<file path="src/design/assert_macros.svh">
// Assertion macros shared by the interrupt line controller RTL
`ifndef ASSERT_MACROS_SVH
`define ASSERT_MACROS_SVH

// Same-cycle implication, disabled while reset is asserted
`define ILC_ASSERT_IMP(lbl, clk, rst_n, ante, cons, msg) \
  lbl: assert property (@(posedge clk) disable iff (!rst_n) (ante) |-> (cons)) \
    else $error(msg);

// Next-cycle implication, disabled while reset is asserted
`define ILC_ASSERT_NXT(lbl, clk, rst_n, ante, cons, msg) \
  lbl: assert property (@(posedge clk) disable iff (!rst_n) (ante) |=> (cons)) \
    else $error(msg);

`endif

</file>
<file path="src/design/ilc_pkg.sv">
// Types, register map constants and helper functions of the interrupt line controller
package ilc_pkg;

  localparam int unsigned MaxLines = 64;

  // Item kinds carried in the func field
  typedef enum logic [1:0] {
    FUNC_READ  = 2'd0,
    FUNC_WRITE = 2'd1,
    FUNC_TICK  = 2'd2
  } func_e;

  // Register word addresses (byte offset divided by eight)
  localparam logic [6:0] W_MASK    = 7'h04;
  localparam logic [6:0] W_MSI     = 7'h08;
  localparam logic [6:0] W_EDGE    = 7'h0C;
  localparam logic [6:0] W_CLEAR   = 7'h10;
  localparam logic [6:0] W_BNC_LO  = 7'h18;
  localparam logic [6:0] W_BNC_HI  = 7'h1C;
  localparam logic [6:0] W_STATUS  = 7'h74;
  localparam logic [6:0] W_POL     = 7'h7C;

  // Table areas (byte offset divided by 64)
  localparam logic [3:0] AREA_ROUTE  = 4'h4;
  localparam logic [3:0] AREA_VECTOR = 4'h8;

  typedef struct packed {
    logic [1:0]  func;
    logic [9:0]  addr;
    logic        size;
    logic [63:0] wdata;
    logic [63:0] lines;
  } in_item_t;

  typedef struct packed {
    logic [63:0] rdata;
    logic        irq_out;
    logic        pending_valid;
    logic [5:0]  pending_index;
    logic [7:0]  pending_vector;
    logic [7:0]  pending_route;
  } out_item_t;

  // Widen eight byte enables into a 64-bit lane mask
  function automatic logic [63:0] expand_bytes(input logic [7:0] be);
    logic [63:0] m;
    for (int k = 0; k < 8; k++) begin
      m[8*k +: 8] = {8{be[k]}};
    end
    return m;
  endfunction

  // Index of the lowest set bit of a byte, zero when none is set
  function automatic logic [2:0] lowest8(input logic [7:0] v);
    logic [2:0] idx;
    idx = '0;
    for (int i = 7; i >= 0; i--) begin
      if (v[i]) begin
        idx = 3'(i);
      end
    end
    return idx;
  endfunction

endpackage

</file>
<file path="src/design/ilc_intf.sv">
// Valid/ready channel interfaces for the interrupt line controller
interface ilc_in_if;
  logic               valid;
  logic               ready;
  ilc_pkg::in_item_t  data;

  modport source (output valid, output data, input ready);
  modport sink   (input valid, input data, output ready);
endinterface

interface ilc_out_if;
  logic               valid;
  logic               ready;
  ilc_pkg::out_item_t data;

  modport source (output valid, output data, input ready);
  modport sink   (input valid, input data, output ready);
endinterface

</file>
<file path="src/design/interrupt_line_controller_top.sv">
// An item is taken in IDLE, then passes through EXEC (register update and table write),
// PEND (pending search and table read) and DONE (result assembly into the output register);
// DONE waits while the output is held, and no new item is taken until the state is IDLE again.
// Route and vector bytes sit in two 8x64 synchronous memories with registered reads.
// Reset (asynchronous, active low): every line masked, other registers zero,
// table byte valid bits cleared so unwritten bytes read as zero; no clearing pass.
`include "assert_macros.svh"

module interrupt_line_controller_top #(
  parameter int unsigned LINES = 64
) (
  input logic      clk_i,
  input logic      rst_ni,
  ilc_in_if.sink   in_i,
  ilc_out_if.source out_o
);
  import ilc_pkg::*;

  localparam logic [MaxLines-1:0] LineMask =
    (LINES >= MaxLines) ? {MaxLines{1'b1}} : ((64'd1 << LINES) - 64'd1);

  typedef enum logic [3:0] {
    ST_IDLE = 4'b0001,
    ST_EXEC = 4'b0010,
    ST_PEND = 4'b0100,
    ST_DONE = 4'b1000
  } state_e;

  state_e      state_q, state_d;
  in_item_t    item_q;
  out_item_t   out_q;
  logic        out_valid_q;

  logic [63:0] mask_q, mask_d;
  logic [63:0] msi_q, msi_d;
  logic [63:0] edge_q, edge_d;
  logic [63:0] pol_q, pol_d;
  logic [63:0] bnc_lo_q, bnc_lo_d;
  logic [63:0] bnc_hi_q, bnc_hi_d;
  logic [63:0] latch_q, latch_d;
  logic [63:0] prev_q, prev_d;
  logic [63:0] rt_vld_q, rt_vld_d;
  logic [63:0] vt_vld_q, vt_vld_d;

  // Table memories: one row holds the bytes of eight lines
  logic [63:0] route_mem  [8];
  logic [63:0] vector_mem [8];

  logic [63:0] rt_bus_q, vt_bus_q, rt_pnd_q, vt_pnd_q;
  logic [7:0]  rt_bus_vld_q, vt_bus_vld_q, rt_pnd_vld_q, vt_pnd_vld_q;
  logic [63:0] rword_q;
  logic        rd_route_q, rd_vec_q, wide_q;
  logic [2:0]  lane_q;
  logic [5:0]  pidx_q;
  logic        pvalid_q;

  logic [6:0]  word;
  logic [2:0]  row, lane;
  logic [7:0]  be, tbl_be;
  logic [63:0] bmask, wd, lines_m, now_lvl, old_lvl;
  logic        is_rd, is_wr, is_tick, area_route, area_vec, rt_we, vt_we;
  logic [63:0] pend, reg_rd_val;
  logic [7:0]  grp_any, grp_bits;
  logic [2:0]  grp, bitpos;
  logic [63:0] bus_word, rdata;
  logic [7:0]  p_vec, p_rt;
  logic        load;

  // Decode the held item
  assign word       = item_q.addr[9:3];
  assign row        = item_q.addr[5:3];
  assign lane       = item_q.addr[2:0];
  assign be         = item_q.size ? 8'hFF : (8'd1 << lane);
  assign bmask      = expand_bytes(be);
  assign wd         = item_q.size ? item_q.wdata : {8{item_q.wdata[7:0]}};
  assign lines_m    = item_q.lines & LineMask;
  assign is_rd      = (state_q == ST_EXEC) && (item_q.func == FUNC_READ);
  assign is_wr      = (state_q == ST_EXEC) && (item_q.func == FUNC_WRITE);
  assign is_tick    = (state_q == ST_EXEC) && (item_q.func == FUNC_TICK);
  assign area_route = (word[6:3] == AREA_ROUTE);
  assign area_vec   = (word[6:3] == AREA_VECTOR);
  assign tbl_be     = be & LineMask[{row, 3'b000} +: 8];
  assign rt_we      = is_wr && area_route;
  assign vt_we      = is_wr && area_vec;
  assign now_lvl    = lines_m ^ pol_q;
  assign old_lvl    = prev_q ^ pol_q;

  // Pending lines from the current register state
  assign pend = (((prev_q ^ pol_q) & ~edge_q) | (latch_q & edge_q)) & ~mask_q & LineMask;

  // Register window read
  always_comb begin
    unique case (word)
      W_MASK:   reg_rd_val = mask_q;
      W_MSI:    reg_rd_val = msi_q;
      W_EDGE:   reg_rd_val = edge_q;
      W_BNC_LO: reg_rd_val = bnc_lo_q;
      W_BNC_HI: reg_rd_val = bnc_hi_q;
      W_POL:    reg_rd_val = pol_q;
      W_STATUS: reg_rd_val = pend;
      default:  reg_rd_val = '0;
    endcase
  end

  // Register updates for writes and sample ticks
  always_comb begin
    mask_d   = mask_q;
    msi_d    = msi_q;
    edge_d   = edge_q;
    pol_d    = pol_q;
    bnc_lo_d = bnc_lo_q;
    bnc_hi_d = bnc_hi_q;
    latch_d  = latch_q;
    prev_d   = prev_q;
    rt_vld_d = rt_vld_q;
    vt_vld_d = vt_vld_q;
    if (is_wr) begin
      unique case (word)
        W_MASK:   mask_d   = ((mask_q & ~bmask) | (wd & bmask)) & LineMask;
        W_MSI:    msi_d    = ((msi_q & ~bmask) | (wd & bmask)) & LineMask;
        W_EDGE:   edge_d   = ((edge_q & ~bmask) | (wd & bmask)) & LineMask;
        W_POL:    pol_d    = ((pol_q & ~bmask) | (wd & bmask)) & LineMask;
        W_BNC_LO: bnc_lo_d = ((bnc_lo_q & ~bmask) | (wd & bmask)) & LineMask;
        W_BNC_HI: bnc_hi_d = ((bnc_hi_q & ~bmask) | (wd & bmask)) & LineMask;
        W_CLEAR:  latch_d  = latch_q & ~(wd & bmask);
        default:  ;
      endcase
    end
    if (rt_we) begin
      rt_vld_d = rt_vld_q | ({56'b0, tbl_be} << {row, 3'b000});
    end
    if (vt_we) begin
      vt_vld_d = vt_vld_q | ({56'b0, tbl_be} << {row, 3'b000});
    end
    if (is_tick) begin
      latch_d = latch_q | (now_lvl & ~old_lvl & edge_q & LineMask);
      prev_d  = lines_m;
    end
  end

  // Lowest pending line: group of eight first, then bit within it
  always_comb begin
    for (int g = 0; g < 8; g++) begin
      grp_any[g] = |pend[8*g +: 8];
    end
  end
  assign grp      = lowest8(grp_any);
  assign grp_bits = pend[{grp, 3'b000} +: 8];
  assign bitpos   = lowest8(grp_bits);

  // Table memories: byte writes, bus row read, pending row read
  always_ff @(posedge clk_i) begin
    for (int k = 0; k < 8; k++) begin
      if (rt_we && tbl_be[k]) begin
        route_mem[row][8*k +: 8] <= wd[8*k +: 8];
      end
      if (vt_we && tbl_be[k]) begin
        vector_mem[row][8*k +: 8] <= wd[8*k +: 8];
      end
    end
    if (is_rd) begin
      rt_bus_q     <= route_mem[row];
      vt_bus_q     <= vector_mem[row];
      rt_bus_vld_q <= rt_vld_q[{row, 3'b000} +: 8];
      vt_bus_vld_q <= vt_vld_q[{row, 3'b000} +: 8];
    end
    if (state_q == ST_PEND) begin
      rt_pnd_q     <= route_mem[grp];
      vt_pnd_q     <= vector_mem[grp];
      rt_pnd_vld_q <= rt_vld_q[{grp, 3'b000} +: 8];
      vt_pnd_vld_q <= vt_vld_q[{grp, 3'b000} +: 8];
    end
  end

  // Hold the accepted item and the intermediate read and search results
  always_ff @(posedge clk_i) begin
    if (in_i.valid && in_i.ready) begin
      item_q <= in_i.data;
    end
    if (state_q == ST_EXEC) begin
      rword_q    <= is_rd ? reg_rd_val : '0;
      rd_route_q <= is_rd && area_route;
      rd_vec_q   <= is_rd && area_vec;
      wide_q     <= item_q.size;
      lane_q     <= lane;
    end
    if (state_q == ST_PEND) begin
      pidx_q   <= {grp, bitpos};
      pvalid_q <= |grp_any;
    end
    if (load) begin
      out_q.rdata          <= rdata;
      out_q.irq_out        <= pvalid_q;
      out_q.pending_valid  <= pvalid_q;
      out_q.pending_index  <= pvalid_q ? pidx_q : '0;
      out_q.pending_vector <= p_vec;
      out_q.pending_route  <= p_rt;
    end
  end

  // Assemble the result
  always_comb begin
    if (rd_route_q) begin
      bus_word = rt_bus_q & expand_bytes(rt_bus_vld_q);
    end else if (rd_vec_q) begin
      bus_word = vt_bus_q & expand_bytes(vt_bus_vld_q);
    end else begin
      bus_word = rword_q;
    end
  end
  assign rdata = wide_q ? bus_word : {56'b0, bus_word[{lane_q, 3'b000} +: 8]};
  assign p_vec = (pvalid_q && vt_pnd_vld_q[pidx_q[2:0]]) ?
                 vt_pnd_q[{pidx_q[2:0], 3'b000} +: 8] : 8'd0;
  assign p_rt  = (pvalid_q && rt_pnd_vld_q[pidx_q[2:0]]) ?
                 rt_pnd_q[{pidx_q[2:0], 3'b000} +: 8] : 8'd0;

  assign load = (state_q == ST_DONE) && (!out_valid_q || out_o.ready);

  // Sequence one item through update, search and assembly
  always_comb begin
    state_d = state_q;
    unique case (state_q)
      ST_IDLE: if (in_i.valid) state_d = ST_EXEC;
      ST_EXEC: state_d = ST_PEND;
      ST_PEND: state_d = ST_DONE;
      ST_DONE: if (load) state_d = ST_IDLE;
      default: state_d = ST_IDLE;
    endcase
  end

  // Control and architectural registers
  always_ff @(posedge clk_i or negedge rst_ni) begin
    if (!rst_ni) begin
      state_q     <= ST_IDLE;
      out_valid_q <= 1'b0;
      mask_q      <= LineMask;
      msi_q       <= '0;
      edge_q      <= '0;
      pol_q       <= '0;
      bnc_lo_q    <= '0;
      bnc_hi_q    <= '0;
      latch_q     <= '0;
      prev_q      <= '0;
      rt_vld_q    <= '0;
      vt_vld_q    <= '0;
    end else begin
      state_q  <= state_d;
      mask_q   <= mask_d;
      msi_q    <= msi_d;
      edge_q   <= edge_d;
      pol_q    <= pol_d;
      bnc_lo_q <= bnc_lo_d;
      bnc_hi_q <= bnc_hi_d;
      latch_q  <= latch_d;
      prev_q   <= prev_d;
      rt_vld_q <= rt_vld_d;
      vt_vld_q <= vt_vld_d;
      if (load) begin
        out_valid_q <= 1'b1;
      end else if (out_o.ready) begin
        out_valid_q <= 1'b0;
      end
    end
  end

  assign in_i.ready  = (state_q == ST_IDLE);
  assign out_o.valid = out_valid_q;
  assign out_o.data  = out_q;

  // Checks on sequencing and the pending search
  `ILC_ASSERT_NXT(a_accept_exec, clk_i, rst_ni, in_i.valid && in_i.ready, state_q == ST_EXEC, "accepted beat did not start execution")
  `ILC_ASSERT_NXT(a_state_hold, clk_i, rst_ni, state_q == ST_PEND, $stable(mask_q) && $stable(latch_q) && $stable(prev_q), "state changed during pending search")
  `ILC_ASSERT_IMP(a_pend_hit, clk_i, rst_ni, state_q == ST_DONE && pvalid_q, pend[pidx_q] && ((pend & ((64'd1 << pidx_q) - 64'd1)) == '0), "pending index is not the lowest pending line")
  `ILC_ASSERT_IMP(a_pend_none, clk_i, rst_ni, state_q == ST_DONE && !pvalid_q, pend == '0, "pending line missed")

endmodule
</file>
<file path="src/flat_wrapper.sv">
// flat-port wrapper written by rule: the top's interface ports become plain ports
module interrupt_line_controller_top_flat import ilc_pkg::*;
#(
  parameter int unsigned LINES = 64
)
  (clk_i, rst_ni, in_i_valid, in_i_data, in_i_ready, out_o_valid, out_o_data, out_o_ready);
  ilc_in_if in_i_i ();
  ilc_out_if out_o_i ();
  input logic clk_i;
  input logic rst_ni;
  input wire logic [$bits(in_i_i.valid)-1:0] in_i_valid;
  input wire logic [$bits(in_i_i.data)-1:0] in_i_data;
  output wire logic [$bits(in_i_i.ready)-1:0] in_i_ready;
  output wire logic [$bits(out_o_i.valid)-1:0] out_o_valid;
  output wire logic [$bits(out_o_i.data)-1:0] out_o_data;
  input wire logic [$bits(out_o_i.ready)-1:0] out_o_ready;
  assign in_i_i.valid = in_i_valid;
  assign in_i_i.data = in_i_data;
  assign in_i_ready = in_i_i.ready;
  assign out_o_valid = out_o_i.valid;
  assign out_o_data = out_o_i.data;
  assign out_o_i.ready = out_o_ready;
  interrupt_line_controller_top #(.LINES(LINES)) u_core (.clk_i(clk_i), .rst_ni(rst_ni), .in_i(in_i_i), .out_o(out_o_i));
endmodule
</file>
<file path="config.mk">
export PLATFORM = sky130hd
export DESIGN_NAME = interrupt_line_controller_top_flat
export DESIGN_NICKNAME = d
export VERILOG_FILES = /design/src/design/ilc_pkg.sv /design/src/design/ilc_intf.sv /design/src/design/interrupt_line_controller_top.sv /design/src/flat_wrapper.sv
export VERILOG_INCLUDE_DIRS = /design/src /design/src/design
export SDC_FILE = /design/constraint.sdc
export NUM_CORES = 2
export LEC_CHECK = 0
export ABC_CLOCK_PERIOD_IN_PS = 6300
export BUFFER_PORTS_ARGS = -buffer_cell sky130_fd_sc_hd__buf_4
export CORE_MARGIN = 1.5
export CORE_UTILIZATION = 45
export DETAILED_ROUTE_END_ITERATION = 7
export GPL_TIMING_DRIVEN = 0
export SLEW_MARGIN = 20
export SYNTH_ARGS = -nofsm -noshare
export SYNTH_HDL_FRONTEND = slang
export SYNTH_SLANG_ARGS = --single-unit
</file>
<file path="constraint.sdc">
create_clock -name clk_i -period 6.3 [get_ports clk_i]
set_input_delay 0.63 -clock clk_i [delete_from_list [all_inputs] [get_ports clk_i]]
set_output_delay 0.63 -clock clk_i [all_outputs]
set_load 0.1 [all_outputs]
</file>
Yosys cells after proc, flatten, opt, wreduce, memory -nomap -nowiden
Memory sizes are Yosys's and may differ from the RTL's. A register that Yosys moved wholly into a read port is not among the register bits.
Cells that the tools add are included.
{"block": "totals", "register_bits": 982, "memories": 2, "wordCells": 219, "ramBits": 1024, "output_inout_bits": 90, "input_bits": 145}
{"block": "classes", "shifts": 11, "n_eq_ne": 18, "reduce_logical": 52, "n_bitwise": 33, "mux": 65, "n_lt_le_gt_ge": 1}
{"name": "u_core.route_mem", "words": 8, "width": 64, "rd": 2, "rd_ports_with_merged_regs": 2, "wr": 1, "line_no": "interrupt_line_controller_top.sv:46", "source": "logic [63:0] route_mem [8];"}
{"name": "u_core.vector_mem", "words": 8, "width": 64, "rd": 2, "rd_ports_with_merged_regs": 2, "wr": 1, "line_no": "interrupt_line_controller_top.sv:47", "source": "logic [63:0] vector_mem [8];"}
{"operator": "$and A64 B64 Y64", "n": 15}
{"operator": "$or A64 B64 Y64", "n": 10}
{"operator": "$shiftx A64 B7 Y8", "n": 8}
{"operator": "$pmux W64 S7", "n": 1}
{"operator": "$mux W64", "n": 6}
{"operator": "$not A64 Y64", "n": 5}
{"operator": "$xor A64 B64 Y64", "n": 2}
{"operator": "$reduce_or A64 Y1", "n": 1}
{"operator": "$reduce_or A8 Y1", "n": 8}
{"operator": "$shiftx A64 B7 Y8 const A", "n": 1}
{"operator": "$shl A8 B6 Y64", "n": 1}
{"operator": "$mux W1", "n": 37}
{"operator": "$mux W3", "n": 12}
{"operator": "$logic_and A1 B1 Y1", "n": 27}
{"operator": "$eq A7 B5 Y1 const B", "n": 3}
{"operator": "$mux W8", "n": 2}
{"operator": "$pmux W4 S4", "n": 1}
{"operator": "$reduce_and A2 Y1", "n": 8}
{"operator": "$eq A7 B4 Y1 const B", "n": 2}
{"operator": "$eq A7 B7 Y1 const B", "n": 2}
{"operator": "$and A8 B8 Y8", "n": 1}
{"operator": "$eq A4 B3 Y1 const B", "n": 2}
{"operator": "$eq A4 B4 Y1 const B", "n": 2}
{"operator": "$mux W4", "n": 2}
{"operator": "other kinds (17)", "n": 21}

Logic depth before layout (Yosys ltp)
{"block": "logic_depth", "depth_word": 21, "mapped_depth": 15}

Least setup slack after synthesis
Ideal clock, no wire load.
{"block": "synth_timing", "kind": "reg-to-reg", "start": "register u_core.state_q[0]", "end": "register u_core.item_q[100] (netlist name) (enable)", "period_less_slack_ns": 7.756, "t_arrival_ns": 7.241, "stages_incl_launch_ff": 3, "setup_ns": 0.515, "t_required_ns": 5.785, "path_slack_ns": -1.456, "cell_sequence": "dfstp_2 > nor4b_1 > and2_1"}
{"block": "synth_via", "elab_chain_cells": 2}
{"item": "start, declared", "line_no": "interrupt_line_controller_top.sv:29", "source": "state_e state_q, state_d;"}
{"item": "start signal, assigned", "line_no": "interrupt_line_controller_top.sv:247", "source": "state_q <= state_d;"}
{"item": "$eq A4 B1 Y1", "line_no": "interrupt_line_controller_top.sv:266", "source": "assign in_i.ready = (state_q == ST_IDLE);"}
{"item": "net in_i_ready", "line_no": "flat_wrapper.sv:13", "source": "output wire logic [$bits(in_i_i.ready)-1:0] in_i_ready;"}
{"item": "$logic_and A1 B1 Y1", "line_no": "interrupt_line_controller_top.sv:177", "source": "if (in_i.valid && in_i.ready) begin"}
{"item": "end signal, assigned", "line_no": "interrupt_line_controller_top.sv:178", "source": "item_q <= in_i.data;"}
{"item": "end, declared", "line_no": "interrupt_line_controller_top.sv:30", "source": "in_item_t item_q;"}
The timed path passes the listed nets, and every way through them passes these cells.
A chain may end at the register's enable or synchronous reset.

==> results.md <==
- CTS Sinks: approximately 2300
- Tightest Pin Transition: 1340 ps
- Crit. End Element: register
- Synth top area cells: edfxtp_1, dfrtp_1, nand2_1
- WL/cell: between 30 and 40 um
- FF+latch area: roughly 65000 um2
- Final hold vios: 0
- Die area: roughly 220000 um2
- Critical path buffers and inverters: 4
- Worst slack, placed: -372 ps
- DRC Markers: 6
- Final wirelength: around 480000 um
- Initial antenna violation count: 60
- CP required: about 6900 ps
- Violations in the final reports: design-rule violations, negative setup slack
- Nets: around 9500
- Synth Flop Type: edfxtp_1
- First drt pass iteration count: 8
- Tmin final: ~6600 ps
- Count of final setup violators: 1
- Die W: 470 um
- Worst Skew: approximately 33 ps
- Launch point of the worst hold path: out_o_ready
- Buffers on Ports: roughly 230
- 1st-iter DRT viols: 14300
- Leading area contributor after synthesis: edfxtp_1
- Arrival time at the worst endpoint: 7150 ps
- Post-synth ARST share: between 20 and 30%
- Endpoint, Worst Hold: u_core.out_o.valid
- Largest stage delay, worst path: between 900 and 1000 ps
- Worst R2R Path Depth: 14
- Ratio of cells with drive above 1 in the final layout: between 10% and 20%
- Largest delay share family, worst path: compound AO/OA/AOI/OAI gates
- Most common cell after layout, fill and taps aside: nand2_1
- # H-tree levels: 4
- Area of the multi-input gates: just over 30000 um2
- # Max-Cap Violations: 0
- CP Max Fanout: 10
- Final WS setup: -281 ps
- Yosys warns: 0
- Highest clock rate: ~150 MHz
- Mapped Nets: ~9000
- Hold Crit Depth: 3
- DR vias/cell: around 6.5
- Cell mode on critical path: buf_2
- Cell area power density: roughly 400 nW/um2
- Vias: ~81000
- Detailed Place HPWL: about 350000 um
- Most frequent cells in the layout: nand2_1, edfxtp_1, nand3_1
- Core box area: roughly 220000 um2
- Clk slew on worst S/H paths: roughly 70 ps
- CTS root buf: clkbuf_16
- Total GRT Usage: a little over two fifths
- Std-Cell Rows: between 150 and 200
- CTS Buffer Depth: 3
- Kind of critical path: reg2reg
- Largest net degree at the start of global routing: 96
- Total grt overflow: 0
- Slew HR: approximately a tenth
- # fillers: around 19000
- Status: finished with violations
- Clk Latency, worst-skew pair: between 900 and 1000 ps
- Area Overhead vs Synth: 17.3%
- Fin util: approximately 53%
- TritonCTS clock tree: built
- I/O pin total: approximately 240
- Number of antenna-violating nets in the routed design: 0
- Tcrit/Tclk final: 104%
- Post-Syn Area: slightly below 100000 um2
- First-pass GRT wire length: ~630000 um
- CP startpoint kind: register
- Count of state elements after synthesis: around 2300
- Crit-path slowest cell: clkdlybuf4s15_1
- Global placement routability congestion: 1.02
- RSZ-0062 raised after global routing: no
- Initial core utilization: ~45%
- Worst VDD drop: 0.000347 V
- Yosys top cell area share: approximately half
- Worst flop-to-flop path endpoint: u_core.rt_pnd_vld_q[0]
- EDFF count, synth: between 1500 and 2000
- Num CTS Buffers: approximately 240
- Seq/Total Area, Yosys: 65.9%
- Vias in the first global route: 75300
- Avg Cell Area, Syn: 11.3 um2
- R2r setup slk: -280 ps
- Yosys cell types: 63
- Max Slew Vio Count: 0
- Hold crit path type: in2reg
- Mapped Cells: 8695
- Die H: ~470 um
- Crit-path cells: xnor2_1 -> a211oi_1 -> nor4b_1 -> o2111ai_1 -> a2111oi_2 -> nor3_2 -> buf_2 -> buf_2 -> buf_2 -> clkdlybuf4s15_1 -> nand2_1 -> nand3_1 -> nand2_1 -> o21ai_0
- Leakage Power: between 40 and 50 nW
[through the flow]
stage / cells / setup TNS, ps / hold slack (ps) / power, mW / area (um2)
after global placement: 11800 / -2700630 / 477 / 30.3 / 104000
final: 12500 / -281 / 59.2 / 46.1 / 115000
after global routing: 12500 / 0 / 51.6 / 46.7 / 115000
after floorplan: 8695 / 0 / 334 / 23.9 / 98300
after detailed placement: 11900 / -1070 / 481 / 30.7 / 106000
after CTS: 12400 / 0 / 14.7 / 45.3 / 115000
[area by class of cell]
type	instances	share of cell area, %
Antenna cell	24	0.0521
Buffer	570	2.10
Clock buffer	296	5.49
Clock inverter	151	1.49
Inverter	128	0.425
Multi-Input combinational cell	5735	26.9
Sequential cell	2262	56.2
Tap cell	2854	3.10
Timing Repair Buffer	451	4.24
[synthesized netlist by cell type, drive strengths merged (3+ instances only)]
library cell,count
or2,130
nand4,144
a21oi,532
o31ai,3
nor2,627
nor3b,4
mux4,55
nor3,10
xor2,15
or4,4
mux2i,32
a22oi,640
or4b,3
mux2,93
edfxtp,1617
a222oi,64
xnor2,49
nand3b,6
a211oi,46
or3,12
o211a,5
dfrtp,580
a31oi,139
o211ai,15
inv,128
nor4,6
clkbuf,428
buf,142
and2,83
o21ai,320
nand3,732
nor4b,8
dfstp,65
nand2b,21
nor2b,123
nand2,1790
[metal layers]
layer	vias to the layer above	wire length, um	global-route usage (%)	share of wire [%]
met2	6407	202000	61.2	42
met1	40100	172000	53.8	36
li1	33100	-	-	-
met4	16	36600	27.0	7.7
met5	-	115	0	0.024
met3	1415	64400	13.8	14
[worst reg2reg max path, stage by stage (launching register included)]
cell and delay (ps):
dfrtp_1 450, xnor2_1 180, a211oi_1 920, nor4b_1 150
o2111ai_1 470, a2111oi_2 130, nor3_2 430, buf_2 380
buf_2 430, buf_2 560, clkdlybuf4s15_1 1000, nand2_1 130
nand3_1 120, nand2_1 80, o21ai_0 820
[worst max path at each step]
stage | endpoint | slack, ps | from | cells past startpoint
global route | u_core.rt_pnd_vld_q[0] | 4 | register | 14
global placement | u_core.rword_q[53] | -5620 | u_core.state_q[3] | 7
floorplan | u_core.rword_q[0] | 520 | u_core.state_q[3] | 7
CTS | u_core.rt_pnd_vld_q[0] | 50 | register | 14
finish | u_core.rt_pnd_vld_q[0] | -280 | register | 14
detailed placement | u_core.rt_pnd_q[5] | -370 | register | 14
[power breakdown]
part	internal, mW	total (mW)	switching (mW)
Sequential	17.5	18.1	0.603
Clock	8.50	14.8	6.27
Combinational	2.92	13.2	10.3
Total	28.9	46.1	17.2
[repair_timing]
action / in CTS / in global routing
resized for setup: 5 / 3
setup buffers: 0 / 0
hold buffers: 143 / 0
endpoints found under the setup margin: 6 / 1
hold endpoints to repair: 190 / 0
[kinds of logic (layout without fill, tap and decap cells)]
family          count (synthesis)  count (layout)  share of synthesized area, %
flops                        2262            2262                          65.9
compound gates               1781            1781                          11.5
buf+inv                       698            1596                          2.79
other cells                     0              24                             0
simple gates                 3710            3710                          16.6
xor+xnor                       64              64                         0.570
mux                           180             180                          2.65
Note: power is estimated with default switching activity, not from simulation.
